**config.mk**
```make
export PLATFORM = sky130hd
export DESIGN_NAME = mouse_click_drag_classifier
export DESIGN_NICKNAME = d
export VERILOG_FILES = /design/src/sv/mcdc_pkg.sv /design/src/sv/mcdc_step.sv /design/src/sv/mouse_click_drag_classifier.sv
export SDC_FILE = /design/constraint.sdc
export NUM_CORES = 1
export LEC_CHECK = 0
export BUFFER_PORTS_ARGS = -buffer_cell sky130_fd_sc_hd__buf_2
export CORE_UTILIZATION = 50
export DETAILED_ROUTE_END_ITERATION = 10
export PLACE_DENSITY = 0.75
export SYNTH_ARGS = -nofsm -noshare
export SYNTH_HDL_FRONTEND = slang
export SYNTH_HIERARCHICAL = 1
export SYNTH_SLANG_ARGS = --single-unit
```
**constraint.sdc**
```tcl
create_clock -name clk -period 3.5 [get_ports clk]
set_input_delay 0.175 -clock clk [delete_from_list [all_inputs] [get_ports clk]]
set_output_delay 0.175 -clock clk [all_outputs]
set_load 0.005 [all_outputs]
```
**src/sv/mcdc_pkg.sv**
```systemverilog
// ----------------------------------------------------------------------------
// mcdc_pkg
// Shared types, codes and defaults for the mouse click/drag classifier.
// ----------------------------------------------------------------------------
package mcdc_pkg;

  // Default sizes handed to the top level parameters
  localparam int NUM_BINDINGS_DEF = 30;
  localparam int COORD_BITS_DEF   = 16;
  localparam int COUNT_BITS_DEF   = 16;

  // Fixed field widths
  localparam int MODE_W   = 3;
  localparam int POS_W    = 16;
  localparam int BIND_W   = 5;
  localparam int CLASS_W  = 3;
  localparam int MASK_W   = 32;
  localparam int RATE_W   = 10;

  // Bit positions in the held mask
  localparam int LEFT_BIT  = 0;
  localparam int RIGHT_BIT = 1;
  localparam int KEY_BASE  = 2;

  // Configuration port
  localparam int CFG_IDX_W  = 2;
  localparam int CFG_DATA_W = RATE_W;

  localparam logic [RATE_W-1:0] FRAME_RATE_RST = RATE_W'(60);

  typedef enum logic [CFG_IDX_W-1:0] {
    REG_FROZEN     = 2'd0,
    REG_FRAME_RATE = 2'd1
  } cfg_reg_e;

  // Input event codes
  typedef enum logic [MODE_W-1:0] {
    MODE_TICK     = 3'd0,
    MODE_MOVE     = 3'd1,
    MODE_BTN_DOWN = 3'd2,
    MODE_BTN_UP   = 3'd3,
    MODE_KEY_DOWN = 3'd4,
    MODE_KEY_UP   = 3'd5
  } mode_e;

  // Result classes
  typedef enum logic [CLASS_W-1:0] {
    CLS_NONE     = 3'd0,
    CLS_DRAG     = 3'd1,
    CLS_RCLICK   = 3'd2,
    CLS_LCLICK   = 3'd3,
    CLS_DRELEASE = 3'd4,
    CLS_KPRESS   = 3'd5,
    CLS_KRELEASE = 3'd6
  } class_e;

  typedef struct packed {
    logic [MODE_W-1:0] mode;
    logic              button_right;
    logic [POS_W-1:0]  pos_x;
    logic [POS_W-1:0]  pos_y;
    logic              binding_valid;
    logic [BIND_W-1:0] binding_index;
  } in_item_t;

  typedef struct packed {
    logic [CLASS_W-1:0] event_class;
    logic [MASK_W-1:0]  held_mask;
  } out_item_t;

endpackage

```
**src/sv/mcdc_step.sv**
```systemverilog
// ----------------------------------------------------------------------------
// mcdc_step
// Next-state and classification logic for one event item.
// ----------------------------------------------------------------------------
module mcdc_step #(
  parameter int NUM_BINDINGS = mcdc_pkg::NUM_BINDINGS_DEF,
  parameter int COORD_BITS   = mcdc_pkg::COORD_BITS_DEF,
  parameter int COUNT_BITS   = mcdc_pkg::COUNT_BITS_DEF
) (
  input  logic                            frozen,
  input  logic [mcdc_pkg::RATE_W-1:0]     frame_rate,
  input  mcdc_pkg::in_item_t              item,
  input  logic [mcdc_pkg::MASK_W-1:0]     held,
  input  logic [COORD_BITS-1:0]           lpx,
  input  logic [COORD_BITS-1:0]           lpy,
  input  logic [COORD_BITS-1:0]           rpx,
  input  logic [COORD_BITS-1:0]           rpy,
  input  logic [COUNT_BITS-1:0]           lfr,
  input  logic [COUNT_BITS-1:0]           rfr,
  output logic [mcdc_pkg::MASK_W-1:0]     held_nxt,
  output logic [COORD_BITS-1:0]           lpx_nxt,
  output logic [COORD_BITS-1:0]           lpy_nxt,
  output logic [COORD_BITS-1:0]           rpx_nxt,
  output logic [COORD_BITS-1:0]           rpy_nxt,
  output logic [COUNT_BITS-1:0]           lfr_nxt,
  output logic [COUNT_BITS-1:0]           rfr_nxt,
  output mcdc_pkg::out_item_t             result
);

  localparam logic [COUNT_BITS-1:0] CNT_ONE = {{(COUNT_BITS-1){1'b0}}, 1'b1};

  logic [31:0]               x_ext;
  logic [31:0]               y_ext;
  logic [COORD_BITS-1:0]     x_c;
  logic [COORD_BITS-1:0]     y_c;
  logic                      l_same;
  logic                      r_same;
  logic                      l_in_time;
  logic                      r_in_time;
  logic                      key_ok;
  logic [mcdc_pkg::MASK_W-1:0] key_bit;
  logic [COUNT_BITS-1:0]     lfr_inc;
  logic [COUNT_BITS-1:0]     rfr_inc;
  logic [mcdc_pkg::CLASS_W-1:0] cls;

  // Positions reduced to the stored coordinate width
  assign x_ext = 32'(item.pos_x);
  assign y_ext = 32'(item.pos_y);
  assign x_c   = x_ext[COORD_BITS-1:0];
  assign y_c   = y_ext[COORD_BITS-1:0];

  assign l_same = (lpx == x_c) && (lpy == y_c);
  assign r_same = (rpx == x_c) && (rpy == y_c);

  // Click window: frame_rate >= 2 * elapsed frames
  assign l_in_time = 34'(frame_rate) >= (34'(lfr) << 1);
  assign r_in_time = 34'(frame_rate) >= (34'(rfr) << 1);

  // Saturating frame counters
  assign lfr_inc = (lfr == '1) ? lfr : lfr + CNT_ONE;
  assign rfr_inc = (rfr == '1) ? rfr : rfr + CNT_ONE;

  // Key binding must be valid and land inside the mask
  assign key_ok  = item.binding_valid
                   && (6'(item.binding_index) < 6'(NUM_BINDINGS))
                   && (6'(item.binding_index) + 6'(mcdc_pkg::KEY_BASE) < 6'(mcdc_pkg::MASK_W));
  assign key_bit = mcdc_pkg::MASK_W'(1) << (6'(item.binding_index) + 6'(mcdc_pkg::KEY_BASE));

  always_comb begin
    held_nxt = held;
    lpx_nxt  = lpx;
    lpy_nxt  = lpy;
    rpx_nxt  = rpx;
    rpy_nxt  = rpy;
    lfr_nxt  = lfr;
    rfr_nxt  = rfr;
    cls      = mcdc_pkg::CLS_NONE;
    unique case (item.mode)
      mcdc_pkg::MODE_TICK: begin
        lfr_nxt = lfr_inc;
        rfr_nxt = rfr_inc;
      end
      mcdc_pkg::MODE_MOVE: begin
        if (!frozen && held[mcdc_pkg::LEFT_BIT]) begin
          cls = mcdc_pkg::CLS_DRAG;
        end
      end
      mcdc_pkg::MODE_BTN_DOWN: begin
        if (!frozen) begin
          if (item.button_right) begin
            held_nxt[mcdc_pkg::RIGHT_BIT] = 1'b1;
            rpx_nxt = x_c;
            rpy_nxt = y_c;
            rfr_nxt = '0;
          end else begin
            held_nxt[mcdc_pkg::LEFT_BIT] = 1'b1;
            lpx_nxt = x_c;
            lpy_nxt = y_c;
            lfr_nxt = '0;
          end
        end
      end
      mcdc_pkg::MODE_BTN_UP: begin
        // release clears the held bit even when frozen
        if (item.button_right) begin
          held_nxt[mcdc_pkg::RIGHT_BIT] = 1'b0;
          if (!frozen && r_same && r_in_time) begin
            cls = mcdc_pkg::CLS_RCLICK;
          end
        end else begin
          held_nxt[mcdc_pkg::LEFT_BIT] = 1'b0;
          if (!frozen) begin
            priority if (l_same && l_in_time) begin
              cls = mcdc_pkg::CLS_LCLICK;
            end else if (!l_same) begin
              cls = mcdc_pkg::CLS_DRELEASE;
            end else begin
              cls = mcdc_pkg::CLS_NONE;
            end
          end
        end
      end
      mcdc_pkg::MODE_KEY_DOWN: begin
        if (key_ok) begin
          held_nxt = held | key_bit;
          cls      = mcdc_pkg::CLS_KPRESS;
        end
      end
      mcdc_pkg::MODE_KEY_UP: begin
        if (key_ok) begin
          held_nxt = held & ~key_bit;
          cls      = mcdc_pkg::CLS_KRELEASE;
        end
      end
      default: begin
        cls = mcdc_pkg::CLS_NONE;
      end
    endcase
  end

  assign result.event_class = cls;
  assign result.held_mask   = held_nxt;

endmodule

```
**src/sv/mouse_click_drag_classifier.sv**
```systemverilog
// ----------------------------------------------------------------------------
// mouse_click_drag_classifier
// Classifies input events into drags, clicks, drag releases and key events
// while tracking held buttons and keys.
// ----------------------------------------------------------------------------
//  channel | ports                          | payload
//  --------+--------------------------------+---------------------
//  input   | in_valid, in_stall, in_item    | mcdc_pkg::in_item_t
//  result  | out_valid, out_stall, out_item | mcdc_pkg::out_item_t
//  config  | cfg_valid, cfg_ready, cfg_*    | index + write data
//
//  One item per cycle while out_stall does not hold the result register;
//  an accepted item goes through the input register, then the result
//  register, to out_item. All state updates happen in one pass of logic
//  between the two registers.
//  out_stall holds the result register; in_stall rises only when both
//  stages are full and the result is stalled.
//  Synchronous rst_n clears valids, tracking state, frozen; frame_rate = 60.
//  cfg_ready is always high.
// ----------------------------------------------------------------------------
module mouse_click_drag_classifier #(
  parameter int NUM_BINDINGS = mcdc_pkg::NUM_BINDINGS_DEF,
  parameter int COORD_BITS   = mcdc_pkg::COORD_BITS_DEF,
  parameter int COUNT_BITS   = mcdc_pkg::COUNT_BITS_DEF
) (
  input  logic                              clk,
  input  logic                              rst_n,
  input  logic                              in_valid,
  output logic                              in_stall,
  input  mcdc_pkg::in_item_t                in_item,
  output logic                              out_valid,
  input  logic                              out_stall,
  output mcdc_pkg::out_item_t               out_item,
  input  logic                              cfg_valid,
  output logic                              cfg_ready,
  input  logic [mcdc_pkg::CFG_IDX_W-1:0]    cfg_index,
  input  logic [mcdc_pkg::CFG_DATA_W-1:0]   cfg_data
);

  logic                            frozen_r;
  logic [mcdc_pkg::RATE_W-1:0]     frame_rate_r;

  logic                            s1_valid_r;
  mcdc_pkg::in_item_t              s1_item_r;
  logic                            out_valid_r;
  mcdc_pkg::out_item_t             out_item_r;

  logic [mcdc_pkg::MASK_W-1:0]     held_r;
  logic [COORD_BITS-1:0]           lpx_r;
  logic [COORD_BITS-1:0]           lpy_r;
  logic [COORD_BITS-1:0]           rpx_r;
  logic [COORD_BITS-1:0]           rpy_r;
  logic [COUNT_BITS-1:0]           lfr_r;
  logic [COUNT_BITS-1:0]           rfr_r;

  logic [mcdc_pkg::MASK_W-1:0]     held_nxt;
  logic [COORD_BITS-1:0]           lpx_nxt;
  logic [COORD_BITS-1:0]           lpy_nxt;
  logic [COORD_BITS-1:0]           rpx_nxt;
  logic [COORD_BITS-1:0]           rpy_nxt;
  logic [COUNT_BITS-1:0]           lfr_nxt;
  logic [COUNT_BITS-1:0]           rfr_nxt;
  mcdc_pkg::out_item_t             result;

  logic s1_adv;
  logic in_take;

  // Handshake control
  assign s1_adv    = s1_valid_r && (!out_valid_r || !out_stall);
  assign in_stall  = s1_valid_r && !s1_adv;
  assign in_take   = in_valid && !in_stall;
  assign cfg_ready = 1'b1;
  assign out_valid = out_valid_r;
  assign out_item  = out_item_r;

  // Configuration registers
  always_ff @(posedge clk) begin
    if (!rst_n) begin
      frozen_r     <= 1'b0;
      frame_rate_r <= mcdc_pkg::FRAME_RATE_RST;
    end else if (cfg_valid && cfg_ready) begin
      unique case (cfg_index)
        mcdc_pkg::REG_FROZEN:     frozen_r     <= cfg_data[0];
        mcdc_pkg::REG_FRAME_RATE: frame_rate_r <= cfg_data;
        default: ;
      endcase
    end
  end

  // Input register
  always_ff @(posedge clk) begin
    if (!rst_n) begin
      s1_valid_r <= 1'b0;
    end else if (in_take) begin
      s1_valid_r <= 1'b1;
    end else if (s1_adv) begin
      s1_valid_r <= 1'b0;
    end
  end

  always_ff @(posedge clk) begin
    if (in_take) begin
      s1_item_r <= in_item;
    end
  end

  mcdc_step #(
    .NUM_BINDINGS (NUM_BINDINGS),
    .COORD_BITS   (COORD_BITS),
    .COUNT_BITS   (COUNT_BITS)
  ) u_step (
    .frozen     (frozen_r),
    .frame_rate (frame_rate_r),
    .item       (s1_item_r),
    .held       (held_r),
    .lpx        (lpx_r),
    .lpy        (lpy_r),
    .rpx        (rpx_r),
    .rpy        (rpy_r),
    .lfr        (lfr_r),
    .rfr        (rfr_r),
    .held_nxt   (held_nxt),
    .lpx_nxt    (lpx_nxt),
    .lpy_nxt    (lpy_nxt),
    .rpx_nxt    (rpx_nxt),
    .rpy_nxt    (rpy_nxt),
    .lfr_nxt    (lfr_nxt),
    .rfr_nxt    (rfr_nxt),
    .result     (result)
  );

  // Tracking state, updated as each item moves to the result register
  always_ff @(posedge clk) begin
    if (!rst_n) begin
      held_r <= '0;
      lpx_r  <= '0;
      lpy_r  <= '0;
      rpx_r  <= '0;
      rpy_r  <= '0;
      lfr_r  <= '0;
      rfr_r  <= '0;
    end else if (s1_adv) begin
      held_r <= held_nxt;
      lpx_r  <= lpx_nxt;
      lpy_r  <= lpy_nxt;
      rpx_r  <= rpx_nxt;
      rpy_r  <= rpy_nxt;
      lfr_r  <= lfr_nxt;
      rfr_r  <= rfr_nxt;
    end
  end

  // Result register
  always_ff @(posedge clk) begin
    if (!rst_n) begin
      out_valid_r <= 1'b0;
    end else if (s1_adv) begin
      out_valid_r <= 1'b1;
    end else if (!out_stall) begin
      out_valid_r <= 1'b0;
    end
  end

  always_ff @(posedge clk) begin
    if (s1_adv) begin
      out_item_r <= result;
    end
  end

endmodule

```
==> flow_metrics.py, run 1 <==
metrics = {
    "logic_synthesis": {
        "synth_top_cell_by_area": "dfxtp_1",
        "syn_inst": 1255,
        "yosys_warnings": 6,
        "synth_edf_count": 77,
        "synth_top_area_share": 0.2344,
        "synthTopCellsByArea": "dfxtp_1 (23%), edfxtp_1 (19%), mux2i_1 (12%)",
        "syn_area_per_cell_um2": 9.597,
        "synth_cell_types": 63,
        "yosys_most_used_dff": "dfxtp_1",
        "ys_seq_area_frac": 0.4263,
        "synthesis.area_mm2": 0.01204,
        "async_reset_ff_frac": 0,
        "ys_ff_latch": 218,
        "syn_nets": 1335,
    },
    "drt": {
        "wl_met3_mm": 1.152,
        "route.met2.wl_mm": 12.24,
        "via_count": 8929,
        "drt-met1-wl_mm": 11.62,
        "finalWirelength_mm": 25.61,
        "drt_iter0_drc": 550,
        "vias_per_cell": 5.350,
        "highest_layer": "met4",
        "route.detailed.drc": 0,
        "drt-wirelength-per-cell_um": 15.34,
        "final_antenna_net_count": 0,
        "drtPass1Iterations": 5,
    },
    "final_layout": {
        "multi_input_comb_area_mm2": 0.006026,
        "area_growth_pct": 12.21,
        "fin_area_mm2": 0.01351,
        "drive_above_1_share": 0.1652,
        "stdcell_count": 1669,
        "register_area_mm2": 0.005135,
        "final_nets": 1412,
        "fillerInstances": 1989,
        "antenna_cells": 0,
        "layout_common_cells": "nand2_1 (316), dfxtp_1 (141), mux2i_1 (139), buf_2 (94), edfxtp_1 (77)",
        "final_common_cell": "nand2_1",
        "fin_util": 0.5740,
    },
    "floorplan": {
        "rows": 56,
        "initial_core_util": 0.5116,
        "coreArea_mm2": 0.02354,
        "die_width_um": 157.2,
        "io_pins": 97,
        "die_h_um": 157.2,
        "die_area_mm2": 0.02471,
    },
    "global_routing": {
        "grt_max_degree": 134,
        "antenna_found_initial": 0,
        "gr-total-overflow": 0,
        "track_usage": 0.2084,
        "grt_pass1_vias": 8485,
        "grt_pass1_wl_mm": 41.36,
    },
    "power_and_ir_drop": {
        "peakVddDrop_uv": 469.2,
        "p_leak_uw": 0.004986,
        "p_per_area_mw_per_mm2": 416.1,
    },
    "setup_path": {
        "path_class": "flop to flop",
        "startpoint_type": "flop",
        "worstPathArrival_ns": 2.93,
        "worstPathRequired_ns": 3.86,
        "end_kind": "flop",
        "crit_fanout": 32,
    },
    "timing": {
        "rsz0062_at_grt": "false",
        "slew_headroom": 0.3663,
        "fin_crit_ns": 2.567,
        "setup_viol": 0,
        "worst-slew-pin-transition_ns": 0.9505,
        "hold_viol": 0,
        "finalCritPeriodShare": 0.7334,
        "slew_violations": 0,
        "fmaxAchievable_ghz": 0.3896,
        "final.setup.tns_ns": 0,
        "fin_skew_ns": 0.008243,
        "holdWs_ns": 0.03359,
    },
    "worst_hold_path": {
        "hp-class": "input pin to flop",
    },
    "clocking": {
        "ctsHoldBuffers": 54,
        "ctsLongestPathBuffers": 3,
        "root_buffer": "clkbuf_16",
        "cts_sinks": 218,
        "clk_pin_slew_worst_paths_ns": 0.06,
        "htreeDepth": 1,
        "cts_buffers": 25,
        "cts_setup_buffers": 0,
        "cts_resized": 0,
        "clkLatencyLatePin_ns": 0.51,
        "cts_tree": "built",
    },
    "placement": {
        "dpl-instance-area_mm2": 0.01225,
        "dp_hpwl_mm": 16.45,
        "port-buffer-count": 95,
        "gp_congestion": 0.8460,
        "dpl.cell_count": 1570,
    },
    "job": {
        "maxCapViolCount": 0,
    },
    "status": {
        "status": "finished, final reports clean",
    },
}
[stage by stage]
| step | power [uW] | worst slack [ns] |
|---|---|---|
| 5_1_grt | 5839 | 0.7295 |
| 3_5_place_dp | 3288 | 0.9929 |
| 3_3_place_gp | 3278 | 1.035 |
| 2_1_floorplan | 3175 | 0.6201 |
| 4_1_cts | 5673 | 0.9749 |
| 6_report | 5623 | 0.9331 |
[metal layers]
metal,GRT usage,vias to the layer above
li1,-,4511
met1,0.2663,4165
met2,0.3643,214
met3,0.02808,39
met4,0.06241,0
met5,0,-
[area by class of cell]
| cell class | count | share of cell area |
|---|---|---|
| well taps | 319 | 0.02953 |
| clock buffers | 38 | 0.05064 |
| inverters | 27 | 0.007499 |
| clock inverters | 7 | 0.003055 |
| flip-flops and latches | 218 | 0.3800 |
| multi-input cells | 902 | 0.4459 |
| repair buffers | 158 | 0.08342 |
[report_power, final]
part,switching [uW],leakage (uW),internal [uW]
logic,277,0.00278,237
clock network,993,0.000351,1350
registers,72.9,0.00186,2700
total,1340,0.00499,4280
[logic make-up (layout without fill, tap and decap cells)]
group                    Yosys count  in the layout  synth area share
AO/OA/AOI/OAI                    145            145           0.07719
XOR/XNOR                          67             67           0.04872
adder cells (fa/ha/maj)           21             21           0.02182
buffers and inverters            135            230           0.07397
flip-flops                       218            218            0.4263
multiplexers                     209            209            0.1810
other                              1              1         0.0003114
AND/OR/NAND/NOR                  459            459            0.1707
[sequential cells by signal, indices dropped and copies added, names as in the netlist, 10 cells and up]
signal        cells
lfr_r            16
out_item         35
held_r           32
lpy_r            16
frame_rate_r     10
rfr_r            16
s1_item_r        42
rpx_r            16
rpy_r            16
lpx_r            16
[synth_stat cells, types with 2 or more instances]
cell	count
buf_12	10
a31oi_1	5
buf_2	38
xor2_1	67
and4_1	2
a41oi_1	3
nor2_1	25
o41ai_1	3
nor3_1	13
dfxtp_1	141
nor4_1	20
buf_4	35
inv_1	27
nor3b_1	2
clkbuf_1	19
buf_6	4
a22o_1	3
o21ai_0	54
o211ai_1	6
ha_1	21
nand2b_1	7
nand2_1	316
o21a_1	2
edfxtp_1	77
a211oi_1	3
o31ai_1	30
or3_1	2
nand4_1	14
nand3b_1	5
a21oi_1	24
nor2b_1	6
mux2i_1	139
o311ai_0	2
or2_2	3
and2_1	2
nand4b_1	6
nand3_1	21
nor4b_2	2
and3_1	2
o21bai_1	2
mux2_2	70
[final timing paths]
path	slack, ns	endpoint	start	cells past startpoint
worst max-delay path	0.93	lpy_r[3]	s1_item_r[40]	7
worst min-delay path	0.03	frame_rate_r[3]	cfg_data[3]	3
worst max register to register	0.93	lpy_r[3]	s1_item_r[40]	7
worst min register to register	0.45	held_r[27]	held_r[27]	2
[critical path, cell delays in order (launching register included)]
cell and delay (ns):
edfxtp_1 0.75, o21ai_0 0.22, and2_1 0.32, nand2_1 0.11
buf_4 0.42, mux2_2 0.40, nand2_1 0.08, mux2i_1 0.08
Note: power is estimated with default switching activity, not from simulation.
==> run 2, diff against run 1 <==
- clock period: 3.5 -> 2.5 ns (I/O delays scaled with it)
==> flow_metrics.py, run 2 (synthesis results as in run 1) <==
metrics = {
    "status": {
        "status": "finished, final reports clean",
    },
    "setup_path": {
        "timing.rr.end": "rfr_r[7]",
        "startpoint_type": "flop",
        "end_kind": "flop",
        "worstPathArrival_ns": 2.75,
        "worstPathRequired_ns": 2.95,
        "reg2reg_from": "rfr_r[0]",
        "crit_fanout": 7,
        "r2r_cells": 9,
        "path_class": "flop to flop",
        "rrSetupSlack_ns": 0.20,
    },
    "timing": {
        "slew_violations": 0,
        "hold_viol": 0,
        "finalCritPeriodShare": 0.9186,
        "fin_crit_ns": 2.297,
        "rsz0062_at_grt": "false",
        "setup_viol": 0,
        "fin_skew_ns": 0.01846,
        "final.setup.tns_ns": 0,
        "slew_headroom": 0.5496,
        "worst-slew-pin-transition_ns": 0.6756,
        "fmaxAchievable_ghz": 0.4354,
    },
    "floorplan": {
        "io_pins": 97,
        "rows": 56,
        "die_area_mm2": 0.02471,
        "initial_core_util": 0.5116,
        "coreArea_mm2": 0.02354,
        "die_width_um": 157.2,
        "die_h_um": 157.2,
    },
    "power_and_ir_drop": {
        "p_int_uw": 6051,
        "switchingPower_uw": 1895,
        "clock_power_share": 0.418,
        "p_leak_uw": 0.005097,
        "comb_power_share": 0.095,
        "peakVddDrop_uv": 541.2,
        "p_per_area_mw_per_mm2": 578.0,
        "p_sw_frac": 0.2385,
        "seqPwrFrac": 0.488,
        "finalPower_uw": 7946,
    },
    "worst_hold_path": {
        "hp-class": "input pin to flop",
        "hold_depth": 2,
        "whs_endpoint": "frame_rate_r[5]",
        "hold_start": "rst_n",
    },
    "final_layout": {
        "layout_common_cells": "nand2_1 (315), dfxtp_1 (141), mux2i_1 (139), buf_2 (94), edfxtp_1 (77)",
        "top_register": "s1_item_r",
        "drive_above_1_share": 0.1753,
        "antenna_cells": 0,
        "final_common_cell": "nand2_1",
        "largest_register_ffs": 42,
        "area_growth_pct": 14.15,
        "final_nets": 1431,
        "fin_area_mm2": 0.01375,
    },
    "drt": {
        "drt-wirelength-per-cell_um": 15.43,
        "finalWirelength_mm": 26.04,
        "vias_per_cell": 5.372,
        "drtPass1Iterations": 6,
        "final_antenna_net_count": 0,
        "drt_iter0_drc": 643,
        "route.detailed.drc": 0,
        "via_count": 9068,
    },
    "global_routing": {
        "antenna_found_initial": 0,
        "gr-total-overflow": 0,
        "grt_max_degree": 90,
        "grt_pass1_vias": 8632,
        "track_usage": 0.2133,
        "grt_pass1_wl_mm": 42.28,
    },
    "clocking": {
        "ctsLongestPathBuffers": 3,
        "cts_buffers": 24,
        "root_buffer": "clkbuf_16",
        "clkLatencyLatePin_ns": 0.52,
        "htreeDepth": 1,
        "cts_tree": "built",
        "clk_pin_slew_worst_paths_ns": 0.06,
        "cts_sinks": 218,
    },
    "placement": {
        "gp_congestion": 0.8942,
        "dp_hpwl_mm": 16.82,
        "port-buffer-count": 95,
        "dpl-instance-area_mm2": 0.01239,
    },
    "job": {
        "maxCapViolCount": 0,
    },
}
## run 2: cell count changes in the layout (fill, tap and decap cells not counted), sizes merged
cell / change
buf: +14
dlygate4sd3: +6
clkinvlp: +1
inv: -1
clkbuf: -1
## run 2: worst max path at each step
stage / from / endpoint / slack (ns) / depth (start not counted)
after floorplan: rfr_r[0] / rfr_r[10] / 0.40 / 10
after global placement: rfr_r[0] / rfr_r[7] / 0.27 / 9
after detailed placement: rfr_r[0] / rfr_r[6] / 0.16 / 9
after CTS: rfr_r[0] / rfr_r[7] / 0.14 / 9
after global routing: rfr_r[0] / rfr_r[3] / 0.04 / 9
final: rfr_r[0] / rfr_r[7] / 0.20 / 9
## run 2: metal layers
layer,wire [um],GRT usage
met5,0,0
met4,883,0.07952
met3,1122,0.02753
met2,12250,0.3677
met1,11790,0.2717
## run 2: final cells by class
type	instances	area [um2]
tap	319	399.1
clock inverter	7	37.54
fill	2011	9794
clock buffer	37	700.7
sequential	218	5135
inverter	27	101.3
timing repair buffer	178	1343
multi-input combinational	902	6032
## run 2: through the flow
| stage | hold WS [ns] | util | worst slack [ns] | std cells |
|---|---|---|---|---|
| floorplan | 0.2239 | - | 0.4026 | 1255 |
| global placement | 0.3011 | 0.5262 | 0.2699 | 1582 |
| detailed placement | 0.3031 | 0.5262 | 0.1582 | 1582 |
| CTS | 0.07720 | 0.5831 | 0.1430 | 1686 |
| global route | 0.1139 | 0.5840 | 0.03997 | 1688 |
| finish | 0.08136 | 0.5840 | 0.2034 | 1688 |
## run 2: power by group through the flow
| stage | logic [uW] | registers [uW] | clock network [uW] |
|---|---|---|---|
| 2_1_floorplan | 524 | 3920 | 0 |
| 3_3_place_gp | 661 | 3950 | 0 |
| 3_5_place_dp | 674 | 3950 | 0 |
| 4_1_cts | 745 | 3870 | 3390 |
| 5_1_grt | 822 | 3890 | 3540 |
| 6_report | 752 | 3870 | 3320 |
## run 2: critical path, cell delays in order (launching register included)
cell,delay [ns]
dfxtp_1,0.44
ha_1,0.26
nand3_2,0.12
or4_4,0.55
nor2_1,0.27
or4_4,0.20
nor3_2,0.04
mux2i_1,0.15
nand2_1,0.06
mux2i_1,0.14
## run 2: repair_timing
action	in CTS	in global routing
hold buffers	60	0
gates resized for setup	0	2
setup endpoints to repair	0	7
buffers inserted	0	2
hold endpoints to repair	58	0
==> run 3, diff against run 2 <==
- CTS_BUF_LIST: default -> sky130_fd_sc_hd__clkbuf_8
==> flow_metrics.py, run 3 (synthesis results as in run 1) <==
metrics = {
    "setup_path": {
        "worstPathRequired_ns": 2.95,
        "startpoint_type": "flop",
        "worstPathArrival_ns": 2.74,
        "path_class": "flop to flop",
        "end_kind": "flop",
        "crit_fanout": 17,
    },
    "clocking": {
        "htreeDepth": 2,
        "root_buffer": "clkbuf_8",
        "clk_pin_slew_worst_paths_ns": 0.06,
        "ctsLongestPathBuffers": 3,
        "cts_buffers": 38,
        "cts_tree": "built",
        "clkLatencyLatePin_ns": 0.56,
        "cts_sinks": 218,
    },
    "timing": {
        "hold_viol": 0,
        "finalCritPeriodShare": 0.9191,
        "slew_headroom": 0.5517,
        "fin_skew_ns": 0.04423,
        "fin_crit_ns": 2.298,
        "setup_viol": 0,
        "rsz0062_at_grt": "false",
        "final.setup.tns_ns": 0,
        "fmaxAchievable_ghz": 0.4352,
        "worst-slew-pin-transition_ns": 0.6725,
        "slew_violations": 0,
    },
    "power_and_ir_drop": {
        "p_leak_uw": 0.005196,
        "comb_power_share": 0.094,
        "p_sw_frac": 0.2476,
        "p_int_uw": 6050,
        "clock_power_share": 0.424,
        "finalPower_uw": 8041,
        "seqPwrFrac": 0.482,
        "p_per_area_mw_per_mm2": 581.8,
        "switchingPower_uw": 1991,
        "peakVddDrop_uv": 422.9,
    },
    "final_layout": {
        "area_growth_pct": 14.76,
        "stdcell_count": 1713,
        "register_area_mm2": 0.005135,
        "drive_above_1_share": 0.1887,
        "largest_register_ffs": 42,
        "fin_util": 0.5871,
        "final_common_cell": "nand2_1",
        "final_nets": 1445,
        "antenna_cells": 0,
        "layout_common_cells": "nand2_1 (315), dfxtp_1 (141), mux2i_1 (139), buf_2 (94), edfxtp_1 (77)",
        "multi_input_comb_area_mm2": 0.006035,
        "top_register": "s1_item_r",
        "fillerInstances": 1996,
    },
    "drt": {
        "vias_per_cell": 5.364,
        "drt_iter0_drc": 662,
        "final_antenna_net_count": 0,
        "drt-wirelength-per-cell_um": 15.41,
        "via_count": 9189,
        "finalWirelength_mm": 26.40,
        "route.detailed.drc": 0,
        "drtPass1Iterations": 6,
    },
    "floorplan": {
        "die_area_mm2": 0.02471,
        "rows": 56,
        "die_h_um": 157.2,
        "io_pins": 97,
        "initial_core_util": 0.5116,
        "die_width_um": 157.2,
        "coreArea_mm2": 0.02354,
    },
    "global_routing": {
        "grt_util_met3": 0.03387,
        "gr-total-overflow": 0,
        "grt_pass1_wl_mm": 42.49,
        "grt_pass1_vias": 8787,
        "grt_util_met2": 0.3713,
        "grt_max_degree": 90,
        "grtUsageMet1": 0.2724,
        "track_usage": 0.2155,
        "top_usage_layer": "met2",
        "antenna_found_initial": 0,
    },
    "placement": {
        "dp_hpwl_mm": 16.82,
        "dpl.cell_count": 1582,
        "gp_congestion": 0.8942,
        "port-buffer-count": 95,
    },
    "status": {
        "status": "finished, final reports clean",
    },
    "job": {
        "maxCapViolCount": 0,
    },
    "worst_hold_path": {
        "hp-class": "input pin to flop",
    },
}
[run 3: changes by cell type in the layout (fill, tap and decap cells not counted)]
cell        change
clkbuf_16      -25
inv_1          +11
clkbuf_8       +44
clkinv_8        +1
nor2_1          -1
clkbuf_1        -9
nor2_2          +1
clkinv_1        +1
bufinv_16       +2
inv_8           +1
clkinvlp_4      -1
[run 3: power by group through the flow]
stage / combinational, uW / clock (uW) / sequential, uW
final: 755 / 3410 / 3870
after global routing: 823 / 3660 / 3880
after CTS: 745 / 3500 / 3870
after detailed placement: 674 / 0 / 3950
after global placement: 661 / 0 / 3950
after floorplan: 524 / 0 / 3920
[run 3: worst max-delay path, cell delays in order, from the launching register on]
cell	delay [ns]
edfxtp_1	0.51
or3_4	0.55
or4_4	0.57
nor3_2	0.15
mux2i_1	0.21
nand2_1	0.06
mux2i_1	0.14
[run 3: area by class of cell]
| type | count | area share |
|---|---|---|
| clock buffers | 47 | 0.04680 |
| clock inverters | 22 | 0.01177 |
| inverters | 27 | 0.007332 |
| multi-input cells | 902 | 0.4366 |
| well taps | 319 | 0.02888 |
| repair buffers | 178 | 0.09713 |
| flip-flops and latches | 218 | 0.3715 |
[run 3: through the flow]
stage | setup slack, ns | hold slack [ns] | area (um2)
3_3_place_gp | 0.2699 | 0.3011 | 12390
3_5_place_dp | 0.1582 | 0.3031 | 12390
4_1_cts | 0.1365 | 0.07436 | 13800
2_1_floorplan | 0.4026 | 0.2239 | 12050
5_1_grt | 0.06707 | 0.1140 | 13820
6_report | 0.2023 | 0.08841 | 13820
[run 3: final timing paths]
path	start	to	slack, ns	cells after the start
setup / recovery	s1_item_r[41]	rfr_r[7]	0.20	6
hold reg to reg	held_r[15]	held_r[15]	0.45	2
hold / removal	rst_n	frame_rate_r[2]	0.09	2
setup reg to reg	s1_item_r[41]	rfr_r[7]	0.20	6
[run 3: repair_timing]
action                                  in CTS  in global routing
setup buffers                                0                  2
hold buffers                                60                  0
resized for setup                            0                  3
endpoints found under the setup margin       0                  7
hold endpoints to repair                    58                  0
[run 3: per-layer routing]
| metal | wire length [um] | vias up |
|---|---|---|
| li1 | - | 4583 |
| met5 | 0 | - |
| met3 | 1365 | 43 |
| met1 | 11870 | 4297 |
| met4 | 619 | 0 |
| met2 | 12550 | 266 |
